`src/hw/rtl/rom_image_checksum_defines.svh`:
```
// assertion macros for the rom image checksum block
// included by files that carry concurrent checks; no other dependencies
`ifndef ROM_IMAGE_CHECKSUM_DEFINES_SVH
`define ROM_IMAGE_CHECKSUM_DEFINES_SVH

`ifndef SYNTHESIS

// antecedent implies consequent in the same cycle
`define RIC_ASSERT_IMPL(label, clk, rst_n, ante, cons) \
    label: assert property (@(posedge clk) disable iff (!rst_n) (ante) |-> (cons)) \
        else $error("%m: check failed");

// condition must never hold
`define RIC_ASSERT_NEVER(label, clk, rst_n, cond) \
    label: assert property (@(posedge clk) disable iff (!rst_n) !(cond)) \
        else $error("%m: check failed");

`else

`define RIC_ASSERT_IMPL(label, clk, rst_n, ante, cons)
`define RIC_ASSERT_NEVER(label, clk, rst_n, cond)

`endif

`endif

```
`src/hw/rtl/ric_pkg.sv`:
```
// shared types and constants for the rom image checksum block
// no dependencies
package ric_pkg;

    localparam int WORD_W = 32;
    localparam int ROT_W  = 5;

    // seed loaded into all accumulators after reset
    localparam logic [WORD_W-1:0] SEED_RESET = 32'hF8CA4DDC;

    // one classified word as it travels from front to back
    typedef struct packed {
        logic [WORD_W-1:0] word;    // image word
        logic [WORD_W-1:0] rot;     // word rotated left by its own low bits
        logic              last;    // final word of the image
        logic              take;    // word is inside the covered length
        logic              ovf;     // some word of this image was dropped
    } t_entry;

    localparam int ENTRY_W = $bits(t_entry);

endpackage

```
`src/hw/rtl/ric_fifo.sv`:
```
// small register queue between the front and back parts
// no package dependencies
module ric_fifo #(
    parameter int DATA_W = 8,
    parameter int DEPTH  = 4
) (
    input  logic              i_clk,
    input  logic              i_rst_n,
    input  logic              i_push,
    input  logic [DATA_W-1:0] i_data,
    input  logic              i_pop,
    output logic [DATA_W-1:0] o_data,
    output logic              o_empty,
    output logic              o_full
);

    localparam int PTR_W = (DEPTH > 1) ? $clog2(DEPTH) : 1;
    localparam int CNT_W = $clog2(DEPTH + 1);
    localparam logic [PTR_W-1:0] LAST_PTR = PTR_W'(DEPTH - 1);
    localparam logic [CNT_W-1:0] FULL_CNT = CNT_W'(DEPTH);

    logic [DATA_W-1:0] r_mem [DEPTH];
    logic [PTR_W-1:0]  r_wr_ptr;
    logic [PTR_W-1:0]  r_rd_ptr;
    logic [CNT_W-1:0]  r_count;
    logic              w_do_push;
    logic              w_do_pop;

    assign o_empty   = (r_count == '0);
    assign o_full    = (r_count == FULL_CNT);
    assign w_do_push = i_push && !o_full;
    assign w_do_pop  = i_pop && !o_empty;
    assign o_data    = r_mem[r_rd_ptr];

    // pointers and fill count
    always_ff @(posedge i_clk) begin
        if (!i_rst_n) begin
            r_wr_ptr <= '0;
            r_rd_ptr <= '0;
            r_count  <= '0;
        end else begin
            if (w_do_push) begin
                r_wr_ptr <= (r_wr_ptr == LAST_PTR) ? '0 : r_wr_ptr + PTR_W'(1);
            end
            if (w_do_pop) begin
                r_rd_ptr <= (r_rd_ptr == LAST_PTR) ? '0 : r_rd_ptr + PTR_W'(1);
            end
            if (w_do_push && !w_do_pop) begin
                r_count <= r_count + CNT_W'(1);
            end else if (w_do_pop && !w_do_push) begin
                r_count <= r_count - CNT_W'(1);
            end
        end
    end

    // storage
    always_ff @(posedge i_clk) begin
        if (w_do_push) begin
            r_mem[r_wr_ptr] <= i_data;
        end
    end

endmodule

```
`src/hw/rtl/ric_front.sv`:
```
// front part: takes image words, counts them against the covered length,
// rotates each word and marks drops; depends on ric_pkg
module ric_front #(
    parameter int TOTAL_WORDS = 262144
) (
    input  logic                             i_clk,
    input  logic                             i_rst_n,
    input  logic                             i_valid,
    input  logic [ric_pkg::WORD_W-1:0]       i_word,
    input  logic                             i_last,
    input  logic                             i_q_full,
    output logic                             o_ready,
    output logic                             o_push,
    output ric_pkg::t_entry                  o_entry,
    output logic [$clog2(TOTAL_WORDS+1)-1:0] o_missing
);

    localparam int CNT_W = $clog2(TOTAL_WORDS + 1);
    localparam logic [CNT_W-1:0] TOTAL_C = CNT_W'(TOTAL_WORDS);

    logic [CNT_W-1:0]           r_words;
    logic                       r_ovf;
    logic [CNT_W-1:0]           n_words;
    logic                       n_ovf;
    logic                       w_take;
    logic [ric_pkg::ROT_W-1:0]  w_amt;
    logic [2*ric_pkg::WORD_W-1:0] w_dbl;

    assign o_ready = !i_q_full;
    assign o_push  = i_valid && o_ready;
    assign w_take  = (r_words < TOTAL_C);

    // rotate left by the low five bits; a zero amount leaves the word as is
    assign w_amt = i_word[ric_pkg::ROT_W-1:0];
    assign w_dbl = {i_word, i_word} << w_amt;

    always_comb begin
        o_entry.word = i_word;
        o_entry.rot  = w_dbl[2*ric_pkg::WORD_W-1:ric_pkg::WORD_W];
        o_entry.last = i_last;
        o_entry.take = w_take;
        o_entry.ovf  = r_ovf || !w_take;
        o_missing    = w_take ? (TOTAL_C - r_words - CNT_W'(1)) : '0;
    end

    // word count and drop flag for the current image
    always_comb begin
        n_words = r_words;
        n_ovf   = r_ovf;
        if (o_push) begin
            if (i_last) begin
                n_words = '0;
                n_ovf   = 1'b0;
            end else begin
                n_words = w_take ? r_words + CNT_W'(1) : r_words;
                n_ovf   = o_entry.ovf;
            end
        end
    end

    always_ff @(posedge i_clk) begin
        if (!i_rst_n) begin
            r_words <= '0;
            r_ovf   <= 1'b0;
        end else begin
            r_words <= n_words;
            r_ovf   <= n_ovf;
        end
    end

endmodule

```
`src/hw/rtl/ric_back.sv`:
```
// back part: folds words into the six accumulators, then pads and forms
// the two checksum words in a short pipeline; depends on ric_pkg
module ric_back #(
    parameter int TOTAL_WORDS = 262144
) (
    input  logic                             i_clk,
    input  logic                             i_rst_n,
    input  logic [ric_pkg::WORD_W-1:0]       i_seed,
    input  logic                             i_q_empty,
    input  ric_pkg::t_entry                  i_entry,
    input  logic [$clog2(TOTAL_WORDS+1)-1:0] i_missing,
    output logic                             o_pop,
    input  logic                             i_ready,
    output logic                             o_valid,
    output logic [ric_pkg::WORD_W-1:0]       o_first,
    output logic [ric_pkg::WORD_W-1:0]       o_second,
    output logic                             o_trunc
);

    localparam int CNT_W = $clog2(TOTAL_WORDS + 1);
    localparam int W     = ric_pkg::WORD_W;

    // accumulators
    logic [W-1:0] r_plain, r_carry, r_xor, r_rsum, r_sel, r_mix;
    logic [W-1:0] n_plain, n_carry, n_xor, n_rsum, n_sel, n_mix;
    logic [W:0]   w_sum;

    // finalize stage a
    logic             r_a_vld;
    logic [W-1:0]     r_a_first, r_a_rsum, r_a_sel, r_a_mix;
    logic [CNT_W-1:0] r_a_miss;
    logic             r_a_ovf;
    // finalize stage b
    logic             r_b_vld;
    logic [W-1:0]     r_b_first, r_b_rsx, r_b_mix, r_b_prod;
    logic             r_b_ovf;
    logic [W-1:0]     w_prod;
    // output register
    logic             r_o_vld;
    logic [W-1:0]     r_o_first, r_o_second;
    logic             r_o_ovf;

    logic w_out_en, w_b_en, w_a_en;

    // pipeline advance, from the output backward
    assign w_out_en = !r_o_vld || i_ready;
    assign w_b_en   = !r_b_vld || w_out_en;
    assign w_a_en   = !r_a_vld || w_b_en;
    assign o_pop    = !i_q_empty && (!i_entry.last || w_a_en);

    // per-word update of the accumulators
    always_comb begin
        w_sum   = {1'b0, r_plain} + {1'b0, i_entry.word};
        n_plain = r_plain;
        n_carry = r_carry;
        n_xor   = r_xor;
        n_rsum  = r_rsum;
        n_sel   = r_sel;
        n_mix   = r_mix;
        if (i_entry.take) begin
            n_plain = w_sum[W-1:0];
            n_carry = r_carry + W'(w_sum[W]);
            n_xor   = r_xor ^ i_entry.word;
            n_rsum  = r_rsum + i_entry.rot;
            n_sel   = r_sel ^ ((r_sel < i_entry.word) ? (w_sum[W-1:0] ^ i_entry.word)
                                                      : i_entry.rot);
            n_mix   = r_mix + (n_rsum ^ i_entry.word);
        end
    end

    // accumulator registers, re-seeded after the last word
    always_ff @(posedge i_clk) begin
        if (!i_rst_n) begin
            r_plain <= ric_pkg::SEED_RESET;
            r_carry <= ric_pkg::SEED_RESET;
            r_xor   <= ric_pkg::SEED_RESET;
            r_rsum  <= ric_pkg::SEED_RESET;
            r_sel   <= ric_pkg::SEED_RESET;
            r_mix   <= ric_pkg::SEED_RESET;
        end else if (o_pop) begin
            if (i_entry.last) begin
                r_plain <= i_seed;
                r_carry <= i_seed;
                r_xor   <= i_seed;
                r_rsum  <= i_seed;
                r_sel   <= i_seed;
                r_mix   <= i_seed;
            end else begin
                r_plain <= n_plain;
                r_carry <= n_carry;
                r_xor   <= n_xor;
                r_rsum  <= n_rsum;
                r_sel   <= n_sel;
                r_mix   <= n_mix;
            end
        end
    end

    // padding product: rotate sum times missing words, low word kept
    assign w_prod = r_a_rsum * W'(r_a_miss);

    // finalize valids
    always_ff @(posedge i_clk) begin
        if (!i_rst_n) begin
            r_a_vld <= 1'b0;
            r_b_vld <= 1'b0;
            r_o_vld <= 1'b0;
        end else begin
            if (w_a_en) begin
                r_a_vld <= o_pop && i_entry.last;
            end
            if (w_b_en) begin
                r_b_vld <= r_a_vld;
            end
            if (w_out_en) begin
                r_o_vld <= r_b_vld;
            end
        end
    end

    // finalize payload
    always_ff @(posedge i_clk) begin
        if (w_a_en) begin
            r_a_first <= n_plain ^ n_carry ^ n_xor;
            r_a_rsum  <= n_rsum;
            r_a_sel   <= n_sel;
            r_a_mix   <= n_mix;
            r_a_miss  <= i_missing;
            r_a_ovf   <= i_entry.ovf;
        end
        if (w_b_en) begin
            r_b_first <= r_a_first;
            r_b_rsx   <= r_a_rsum ^ r_a_sel;
            r_b_mix   <= r_a_mix;
            r_b_prod  <= w_prod;
            r_b_ovf   <= r_a_ovf;
        end
        if (w_out_en) begin
            r_o_first  <= r_b_first;
            r_o_second <= r_b_rsx ^ (r_b_mix + r_b_prod);
            r_o_ovf    <= r_b_ovf;
        end
    end

    assign o_valid  = r_o_vld;
    assign o_first  = r_o_first;
    assign o_second = r_o_second;
    assign o_trunc  = r_o_ovf;

endmodule

```
`src/hw/rtl/rom_image_checksum.sv`:
```
// Streaming image checksum: one 32-bit big-endian image word per request,
// the request with tlast closes the image and yields one result holding both
// checksum words and a truncation flag. The block sustains one word per
// clock unless the result stream stalls; the front counts and rotates
// each word, a queue of QUEUE_DEPTH entries decouples it from the
// accumulator update, which is one add chain per word. Images shorter
// than TOTAL_WORDS are padded with zero words by a multiply on the last
// word; words beyond TOTAL_WORDS are dropped and flagged. The seed
// register applies from the next image onward.
// top level; depends on ric_pkg, ric_front, ric_fifo, ric_back
`include "rom_image_checksum_defines.svh"

module rom_image_checksum #(
    parameter int TOTAL_WORDS = 262144,
    parameter int QUEUE_DEPTH = 4
) (
    input  logic        i_clk,
    input  logic        i_rst_n,
    // configuration: seed value
    input  logic        i_cfg_wr_en,
    input  logic [31:0] i_cfg_wr_data,
    // input stream
    input  logic        i_s_tvalid,
    output logic        o_s_tready,
    input  logic [31:0] i_s_tdata,     // data_word
    input  logic        i_s_tlast,     // last_word
    // result stream
    output logic        o_m_tvalid,
    input  logic        i_m_tready,
    output logic [63:0] o_m_tdata,     // checksum_second, checksum_first
    output logic [0:0]  o_m_tuser      // truncated
);

    localparam int CNT_W = $clog2(TOTAL_WORDS + 1);
    localparam int Q_W   = ric_pkg::ENTRY_W + CNT_W;

    logic [ric_pkg::WORD_W-1:0] r_seed;
    logic                       w_push, w_pop, w_q_full, w_q_empty;
    ric_pkg::t_entry            w_f_entry, w_b_entry;
    logic [CNT_W-1:0]           w_f_miss, w_b_miss;
    logic [Q_W-1:0]             w_q_out;
    logic [ric_pkg::WORD_W-1:0] w_first, w_second;
    logic                       w_trunc;

    // seed register
    always_ff @(posedge i_clk) begin
        if (!i_rst_n) begin
            r_seed <= ric_pkg::SEED_RESET;
        end else if (i_cfg_wr_en) begin
            r_seed <= i_cfg_wr_data;
        end
    end

    // front: count, rotate, classify
    ric_front #(
        .TOTAL_WORDS (TOTAL_WORDS)
    ) u_front (
        .i_clk     (i_clk),
        .i_rst_n   (i_rst_n),
        .i_valid   (i_s_tvalid),
        .i_word    (i_s_tdata),
        .i_last    (i_s_tlast),
        .i_q_full  (w_q_full),
        .o_ready   (o_s_tready),
        .o_push    (w_push),
        .o_entry   (w_f_entry),
        .o_missing (w_f_miss)
    );

    // queue between front and back
    ric_fifo #(
        .DATA_W (Q_W),
        .DEPTH  (QUEUE_DEPTH)
    ) u_queue (
        .i_clk   (i_clk),
        .i_rst_n (i_rst_n),
        .i_push  (w_push),
        .i_data  ({w_f_miss, w_f_entry}),
        .i_pop   (w_pop),
        .o_data  (w_q_out),
        .o_empty (w_q_empty),
        .o_full  (w_q_full)
    );

    assign w_b_entry = w_q_out[ric_pkg::ENTRY_W-1:0];
    assign w_b_miss  = w_q_out[Q_W-1:ric_pkg::ENTRY_W];

    // back: accumulate and finalize
    ric_back #(
        .TOTAL_WORDS (TOTAL_WORDS)
    ) u_back (
        .i_clk     (i_clk),
        .i_rst_n   (i_rst_n),
        .i_seed    (r_seed),
        .i_q_empty (w_q_empty),
        .i_entry   (w_b_entry),
        .i_missing (w_b_miss),
        .o_pop     (w_pop),
        .i_ready   (i_m_tready),
        .o_valid   (o_m_tvalid),
        .o_first   (w_first),
        .o_second  (w_second),
        .o_trunc   (w_trunc)
    );

    assign o_m_tdata = {w_second, w_first};
    assign o_m_tuser = w_trunc;

    // queue consistency across front and back
    `RIC_ASSERT_NEVER(a_q_full_empty, i_clk, i_rst_n, w_q_full && w_q_empty)
    `RIC_ASSERT_IMPL(a_push_not_full, i_clk, i_rst_n, w_push, !w_q_full)
    `RIC_ASSERT_IMPL(a_pop_not_empty, i_clk, i_rst_n, w_pop, !w_q_empty)

endmodule
```
`config.mk`:
```
export PLATFORM = sky130hd
export DESIGN_NAME = rom_image_checksum
export DESIGN_NICKNAME = d
export VERILOG_FILES = /design/src/hw/rtl/ric_pkg.sv /design/src/hw/rtl/ric_fifo.sv /design/src/hw/rtl/ric_front.sv /design/src/hw/rtl/ric_back.sv /design/src/hw/rtl/rom_image_checksum.sv
export VERILOG_INCLUDE_DIRS = /design/src /design/src/hw/rtl
export SDC_FILE = /design/constraint.sdc
export NUM_CORES = 2
export LEC_CHECK = 0
export ABC_AREA = 0
export BUFFER_PORTS_ARGS = -buffer_cell sky130_fd_sc_hd__buf_2
export CELL_PAD_IN_SITES_DETAIL_PLACEMENT = 0
export CELL_PAD_IN_SITES_GLOBAL_PLACEMENT = 1
export CORE_MARGIN = 2
export CORE_UTILIZATION = 37
export CTS_BUF_LIST = sky130_fd_sc_hd__clkbuf_8 sky130_fd_sc_hd__clkbuf_16
export CTS_CLUSTER_DIAMETER = 60
export CTS_CLUSTER_SIZE = 40
export DETAILED_ROUTE_END_ITERATION = 8
export GPL_ROUTABILITY_DRIVEN = 1
export HOLD_SLACK_MARGIN = 0.02
export PLACE_DENSITY_LB_ADDON = 0.1
export SLEW_MARGIN = 20
export SYNTH_ARGS = -nofsm -noshare
export SYNTH_HDL_FRONTEND = slang
export SYNTH_SLANG_ARGS = --single-unit
```
`constraint.sdc`:
```
create_clock -name i_clk -period 10.05 [get_ports i_clk]
set_input_delay 1.005 -clock i_clk [delete_from_list [all_inputs] [get_ports i_clk]]
set_output_delay 1.005 -clock i_clk [all_outputs]
set_load 0.02 [all_outputs]
```
==> metrics <==
Synth Area in Adders 16.7%; most frequently used cell type in the post-synthesis netlist nand2_1; kind of start point of the critical path flop; post-layout min period 7730 ps; highest clock rate 0.129 GHz; clock sink total approximately 940; worst min-delay path class flop to flop; Setup-failing EPs final 0; number of optimization iterations in the first detailed-route pass 6; Post-CTS Hold Buffers 0; Worst setup EP type flop; main flop type after synthesis edfxtp_1; clock buffers created by TritonCTS 99; Detail Placement HPWL 144,000 um; dominant delay contributor by cell family on the critical path compound AO/OA/AOI/OAI gates; initial core utilization 37.3%; first-pass GRT wire length 286,000 um; fill cell count 15,400; slowest stage cell on the critical path dfxtp_4; share of cells above drive strength 1 10.6%; Layout Nets 6,219; clock transition at the register clock pins on the worst setup and hold paths after CTS 70 ps; simple logic cell fraction of the synthesized area 11.0%; DRC errors left 0; Site Rows 147; Iteration-0 DRC Markers 3,288; total of buffers placed on input and output ports 136; total stage count of the critical path 25; final weighted congestion of routability-driven global placement 0.872; global-route usage over all layers 23.6%; worst path bufs/invs 2; total wire length 195,000 um; drt via density 5.33; number of global-route vias before repair 41,200; pre-CTS setup slack 2430 ps; largest net degree at the start of global routing 133; share of the synthesized area in compound gates (AO/OA/AOI/OAI) between 10% and 20%; sequential-to-total area share from yosys stat 42.7%; chip height 406 um; average detailed-routed wire length per instance between 20 and 25 um; data arrival time of the critical path 8200 ps; number of antenna violations at the first check in global routing 10; setup repair after global routing missed its margin no; number of H-tree levels 3; Post-synth top cells nand2_1 (689), edfxtp_1 (681), inv_1 (511), fa_1 (347), nor2_1 (315); number of warnings reported in the yosys synthesis log 0; area of the core 161,000 um^2; share of async-settable or async-resettable flops after synthesis 0%; required time of the critical path 10,520 ps; via total after detailed routing 41,700; Worst Hold Margin 420 ps; depth of the worst register-to-register path 25; master cell of the clock root buffer clkbuf_16; largest register by flop count u_queue.r_mem; gate count of the mapped netlist 5,515; final worst slack 2320 ps; leading cell types by total area after synthesis edfxtp_1 (34%), fa_1 (12%), dfxtp_1 (8.6%); Tightest Pin Transition approximately 1100 ps; delay of the slowest cell on the worst path 700 ps; number of cells upsized or downsized after cts 0; Hold Violations, Final 0; fraction of the cycle the final worst path needs about three quarters; Skew-Pair Late Insertion Delay 790 ps; final-report max-slew violation count 0; number of flops mapped to enable cells by yosys between 600 and 700; Post-Synthesis Mean Instance Area 10.9 um^2; remaining max-slew budget at the tightest pin 23.4%; post-synthesis register bit count 937; Synth cell types 102; Yosys top cell area share 34.2%; maximum clock path buffer count 3; flip-flop count of the largest register, all copies and words added between 300 and 400; Maximum Capacitance Violations 0; width of the die 406 um; worst setup path category flop to flop; clock tree from TritonCTS done; post-synthesis to final-layout area growth 11.4%; critical path peak fanout 25; CP most frequent cell o211ai_1; hold depth 0; io pins about 140; aggregate global routing overflow 0; remaining antenna violation count after routing 0; setup bufs post-CTS 0; Post-Route Skew 71.6 ps; total die area 165,000 um^2; dominant combinational cell family by area after synthesis adder cells; most area-hungry cell type in the Yosys netlist edfxtp_1; utilization of the core after routing 41.5%; status finished, final reports clean; final-layout setup total negative slack 0 ps; portion of netlist area occupied by mux cells ~6.5%; xor/xnor cell area share of the yosys netlist slightly below 7%; Mapped Area ~60,000 um^2
per-stage QoR:
stage | instances | instance area, um^2
after floorplan | 5524 | 59900
after global placement | 7617 | 62900
after detailed placement | 7617 | 62900
after CTS | 7805 | 66600
after global routing | 7808 | 66700
final | 7814 | 66700
cell usage in the layout (no fill, tap or decap), drive strengths merged, types with 39 or more instances in the layout:
master and instances:
ha 242, mux4 105, o21ai 200, a21o 99
edfxtp 681, buf 216, a21oi 287, dfxtp 256
nand2 689, inv 552, o31ai 40, clkbuf 101
nor2 316, nand3 86, mux2i 116, clkinv 39
xor2 150, fa 347, o22ai 45, and2 197
nor3 44, a211oi 45, xnor2 307
per-layer routing:
layer | up-vias | global-route usage [%] | wire [um]
li1 | 19300 | - | -
met1 | 21200 | 34.0 | 90600
met2 | 1048 | 37.9 | 90100
met3 | 199 | 2.70 | 9440
met4 | 4 | 5.82 | 4390
met5 | - | 0 | 24
area by class of cell:
type	count	area, um^2	share of cell area [%]
Tap cell	2160	2700	4.05
Multi-Input combinational cell	3793	31400	47.1
Inverter	513	1940	2.90
Clock buffer	101	2520	3.77
Sequential cell	937	25600	38.4
Antenna cell	7	17.5	0.0263
Timing Repair Buffer	216	1360	2.04
Clock inverter	87	1180	1.77
cells by family (layout without fill, tap and decap cells):
group | count (synthesis) | after routing
buf+inv | 794 | 917
compound gates | 1012 | 1012
fa+ha+maj | 589 | 589
simple gates | 1464 | 1464
xor+xnor | 464 | 464
flops | 937 | 937
other cells | 2 | 18
mux | 253 | 253
worst paths after layout:
kind | from | endpoint | slack, ps
setup reg to reg | flop | u_back.r_a_mix[30]$_DFFE_PP_ | 2320
hold reg to reg | u_back.r_b_first[27]$_DFFE_PP_ | u_back.o_first[27]$_DFFE_PP_ | 420
setup / recovery | flop | u_back.r_a_mix[30]$_DFFE_PP_ | 2320
hold / removal | u_back.r_b_first[27]$_DFFE_PP_ | u_back.o_first[27]$_DFFE_PP_ | 420
Power is left out: the tool's default activity adds up to more than one toggle a clock period on the data nets, which glitch-free logic cannot reach.
